### config.mk
export PLATFORM = sky130hd
export DESIGN_NAME = ssev_sprite_mem
export DESIGN_NICKNAME = d
export VERILOG_FILES = /design/src/rtl/core/ssev_pkg.sv /design/src/rtl/core/ssev_sprite_mem.sv
export SDC_FILE = /design/constraint.sdc
export NUM_CORES = 2
export LEC_CHECK = 0
export BUFFER_PORTS_ARGS = -buffer_cell sky130_fd_sc_hd__clkbuf_2
export CORE_MARGIN = 8
export CORE_UTILIZATION = 49
export CTS_CLUSTER_SIZE = 14
export DETAILED_ROUTE_END_ITERATION = 8
export GPL_ROUTABILITY_DRIVEN = 0
export GPL_TIMING_DRIVEN = 0
export MAX_ROUTING_LAYER = met4
export PLACE_DENSITY = 0.66
export SLEW_MARGIN = 20
export SYNTH_ARGS = -nofsm -noshare
export SYNTH_HDL_FRONTEND = slang
export SYNTH_MEMORY_MAX_BITS = 65536
export SYNTH_SLANG_ARGS = --single-unit
### constraint.sdc
create_clock -name i_clk -period 6.1 [get_ports i_clk]
set_clock_uncertainty 0.15 [all_clocks]
set_input_delay 0.61 -clock i_clk [delete_from_list [all_inputs] [get_ports i_clk]]
set_output_delay 0.61 -clock i_clk [all_outputs]
set_load 0.01 [all_outputs]
### src/rtl/core/ssev_pkg.sv
package ssev_pkg;

    localparam int SPRITE_COUNT = 128;
    localparam int SPRITE_AW = 7;
    localparam int SPRITES_PER_LINE_DEF = 32;
    localparam int TILES_PER_LINE_DEF = 34;

    localparam logic [1:0] OP_WRITE   = 2'd0;
    localparam logic [1:0] OP_EVAL    = 2'd1;
    localparam logic [1:0] OP_CLEAR   = 2'd2;
    localparam logic [1:0] OP_IGNORED = 2'd3;

    localparam logic [2:0] REG_SIZE_MODE    = 3'd0;
    localparam logic [2:0] REG_NAME_GAP     = 3'd1;
    localparam logic [2:0] REG_TILE_BASE    = 3'd2;
    localparam logic [2:0] REG_HALF_HEIGHT  = 3'd3;
    localparam logic [2:0] REG_HIRES        = 3'd4;
    localparam logic [2:0] REG_INTERLACE    = 3'd5;
    localparam logic [2:0] REG_FIRST_SPRITE = 3'd6;

    typedef struct packed {
        logic [1:0] operation;
        logic [9:0] address;
        logic [7:0] write_data;
        logic [7:0] scanline;
        logic       field;
    } t_item;

    typedef struct packed {
        logic [8:0]  tile_x;
        logic [7:0]  tile_row;
        logic [1:0]  priority_res;
        logic [7:0]  palette_base;
        logic        hflip;
        logic [10:0] tile_index;
        logic        tile_valid;
        logic        last;
        logic        sprite_ovf;
        logic        tile_ovf;
    } t_result;

    typedef struct packed {
        logic [8:0]  tile_x;
        logic [7:0]  tile_row;
        logic [1:0]  priority_res;
        logic [7:0]  palette_base;
        logic        hflip;
        logic [10:0] tile_index;
    } t_tile;

    typedef struct packed {
        logic [8:0] x;
        logic [8:0] y;
        logic [7:0] chr;
        logic       vflip;
        logic       hflip;
        logic [1:0] pri;
        logic [2:0] pal;
        logic       nsel;
        logic       big;
    } t_sprite;

    typedef struct packed {
        logic [SPRITE_AW-1:0] rd_addr;
        logic                 wr_en;
        logic [SPRITE_AW-1:0] wr_addr;
        t_sprite              wr_data;
    } t_mem_req;

    function automatic logic [6:0] sprite_w(input logic [2:0] mode, input logic big);
        logic [6:0] w;
        unique case (mode)
            3'd0: w = big ? 7'd16 : 7'd8;
            3'd1: w = big ? 7'd32 : 7'd8;
            3'd2: w = big ? 7'd64 : 7'd8;
            3'd3: w = big ? 7'd32 : 7'd16;
            3'd4: w = big ? 7'd64 : 7'd16;
            3'd5: w = big ? 7'd64 : 7'd32;
            3'd6: w = big ? 7'd32 : 7'd16;
            default: w = big ? 7'd32 : 7'd16;
        endcase
        return w;
    endfunction

    function automatic logic [6:0] sprite_h(input logic [2:0] mode, input logic big);
        logic [6:0] h;
        unique case (mode)
            3'd0: h = big ? 7'd16 : 7'd8;
            3'd1: h = big ? 7'd32 : 7'd8;
            3'd2: h = big ? 7'd64 : 7'd8;
            3'd3: h = big ? 7'd32 : 7'd16;
            3'd4: h = big ? 7'd64 : 7'd16;
            3'd5: h = big ? 7'd64 : 7'd32;
            3'd6: h = big ? 7'd64 : 7'd32;
            default: h = 7'd32;
        endcase
        return h;
    endfunction

endpackage

### src/rtl/core/ssev_sprite_mem.sv
module ssev_sprite_mem (
    input  logic               i_clk,
    input  logic               i_rst_n,
    input  ssev_pkg::t_mem_req i_req,
    output ssev_pkg::t_sprite  o_rd_data
);
    import ssev_pkg::*;

    t_sprite                 mem [SPRITE_COUNT];
    logic [SPRITE_COUNT-1:0] r_valid;
    t_sprite                 r_q;
    logic                    r_qv;

    always_ff @(posedge i_clk) begin
        if (i_req.wr_en) begin
            mem[i_req.wr_addr] <= i_req.wr_data;
        end
        r_q <= mem[i_req.rd_addr];
    end

    always_ff @(posedge i_clk) begin
        if (!i_rst_n) begin
            r_valid <= '0;
            r_qv    <= 1'b0;
        end else begin
            if (i_req.wr_en) begin
                r_valid[i_req.wr_addr] <= 1'b1;
            end
            r_qv <= r_valid[i_req.rd_addr];
        end
    end

    assign o_rd_data = r_qv ? r_q : '0;

endmodule

==> impl_metrics.yaml <==
setup_path:
  crit_start: "i_req[44]"
  required_ns: 6.65
  cp-start-kind: "primary input"
  worstSetupPathType: "primary input to flop"
  r2r-end: "r_q[11]"
  r2r_cells: 5
  cp-end-kind: "flop"
  cp_max_fo: 10
  crit_path_end: "r_q[7]"
  reg2reg_from: "mem[15][11]"
  rrSetupSlack_ns: 2.53
  crit_arrival_ns: 5.75
route:
  antenna_left: 0
  vias: 91513
  drt_iter0_drc: 13942
  firstDrtPassIters: 6
  drc_errors: 0
  wl_per_cell_um: 34.0
  wl_mm: 491
  vias_per_cell: 6.33
sta:
  tightest_slew_ns: 1.34
  fmax_ghz: 0.192
  final.min_clock_period_ns: 5.20
  maxSlewViolCount: 0
  finalHoldViolCount: 0
  relSlewSlack_pct: 10.9
  period_share_pct: 85.2
  setup_ws_ns: 0.904
  timing.hold.ws_ns: 0.0241
  setup-violations-final: 0
  rsz0062_at_grt: "no"
min_path:
  min_path_type: "primary input to flop"
yosys:
  async_flop_share_pct: 0
  avgSynthCellArea_um2: 21.0
  syn_area_mm2: 0.177
  ys_seq_area_share_pct: 77.9
  syn-num-nets: 8494
  synth-edff-count: 4480
  synth.area.top_cells: "edfxtp_1, mux4_2, mux2i_1"
  ys_warn_count: 0
  ys_ff_latch: 4644
  synth_top_area_share_pct: 76.1
  synth_largest_area_cell: "edfxtp_1"
  yosysUniqueCellTypes: 44
  synthCells: 8442
  ys.flop_type: "edfxtp_1"
layout:
  ff_latch_area_mm2: 0.138
  multiInputGateArea_mm2: 0.0379
  fillers: 25887
  fin_area_mm2: 0.204
  drive_gt1_share_pct: 22.9
  area_delta_synth_final_pct: 15.6
  fin_nets: 9292
grt:
  grtUsageTotal_pct: 26.0
  grt_max_degree: 126
  antenna_found_initial: 72
  grt_pass1_wl_mm: 687
  first_global_vias: 90422
  gr-total-overflow: 0
cts:
  ctsResizeCount: 0
  cts.clk_slew.worst_paths_ns: 0.06
  clock_sinks: 4644
  cts-root-buf: "clkbuf_16"
  h-tree-depth: 5
  cts_tree: "yes"
  numCtsBuffers: 457
  cts_buffer_depth: 4
  clk_latency_ns: 1.03
placement:
  post-dp-hpwl_mm: 340
  dp_slack_ns: 0.00122
  placed_area_mm2: 0.190
  portBuffers: 81
floorplan:
  num_io_pins: 87
  coreArea_mm2: 0.359
  die_area_mm2: 0.380
  die_x_um: 617
  start_util_pct: 49.2
  placementRows: 220
  die_h_um: 617
power_and_ir_drop:
  power.density_mw_per_mm2: 322
  p_leak_uw: 0.0651
  ir_drop_v: 0.000264
job:
  cap_violations: 0
outcome:
  outcome: "completed"
placed cells by master (no fill, tap or decap), drive strengths merged, types with 34 or more instances in the layout:
cell / instances
edfxtp: 4480
clkbuf: 947
mux4: 891
mux2i: 594
buf: 464
a22oi: 333
nand3: 331
nand2: 260
clkinv: 203
dfxtp: 164
nor2: 140
a21oi: 138
o21a: 128
nand4: 81
nor2b: 80
o21ai: 70
and2: 42
diode: 40
mux2: 36
a32oi: 35
a221oi: 34
nand4bb: 34
nor4: 34
layout make-up:
type                    instances  share of cell area [%]
diodes                         40                  0.0490
plain buffers                 504                    1.11
clock buffers                 601                    5.99
clock inverters               252                    1.03
inverters                       3                 0.00551
multi-input cells            3291                    18.5
flip-flops and latches       4644                    67.4
well taps                    4773                    2.92
repair buffers                339                    2.94
worst min-delay path by stage:
stage,from,end,depth (start not counted)
floorplan,r_valid[6],r_valid[6],1
detailed placement,r_valid[124],r_valid[124],1
CTS,i_req[10],mem[0][10],1
global placement,r_valid[13],r_valid[13],1
global route,i_req[24],mem[77][24],1
finish,i_req[24],mem[77][24],1
state kept, by name (all words and copies together), names as in the netlist:
signal,cells
mem,4480
r_valid,128
r_q,35
r_qv,1
stage by stage:
stage / instances / setup TNS [ns] / power, uW / utilization (%)
2_1_floorplan: 8442 / 0 / 37400 / -
5_1_grt: 14433 / 0 / 67200 / 56.9
4_1_cts: 14407 / 0 / 65900 / 56.9
3_5_place_dp: 13521 / 0 / 39200 / 52.8
6_report: 14447 / 0 / 65700 / 56.9
3_3_place_gp: 13296 / -8.36 / 39000 / 51.0
routing by layer:
metal / vias up / global-route usage [%] / wire (um)
li1: 36965 / - / -
met1: 48303 / 34.6 / 185000
met2: 5221 / 39.6 / 229000
met3: 1024 / 5.26 / 50800
met4: 0 / 11.0 / 25900
met5: - / - / 0
cell usage after synthesis, types with 2 or more instances:
cell type and number:
a211oi_1 3, a21oi_1 138, a221oi_1 34, a22oi_1 333, a31oi_1 2, a32oi_1 35, and2_1 42, and3_1 2
and4b_1 2, buf_1 67, buf_2 141, buf_4 14, buf_6 16, clkbuf_1 265, dfxtp_1 164, edfxtp_1 4480
inv_1 3, mux2_2 35, mux2i_1 594, mux4_2 891, nand2_1 260, nand3_1 331, nand3b_1 5, nand4_1 81
nand4b_1 5, nand4bb_1 34, nor2_1 140, nor2b_1 80, nor4_1 34, o21a_1 128, o21ai_0 70
cells by family after synthesis:
group,synth area share [%]
DFF,77.9
AOI/OAI and AO/OA,2.94
buffers and inverters,1.28
and+or+nand+nor,2.93
muxes,14.9
power breakdown:
part,total [uW],switching (uW),internal (uW)
Combinational,3410,2330,1080
Sequential,35100,40.5,35100
Clock,27200,11900,15200
Total,65700,14300,51400
critical path: stages:
cell,delay (ns)
clkbuf_2,0.18
buf_2,0.65
clkbuf_1,0.80
clkbuf_1,0.95
mux4_2,0.45
a22oi_1,0.22
nand2_1,0.20
a21oi_1,1.06
nand4bb_1,0.59
repair_timing:
item,in CTS,in global routing
hold buffers,33,0
endpoints found under the hold margin,467,0
buffers inserted,0,0
(Power assumes the default switching activity.)
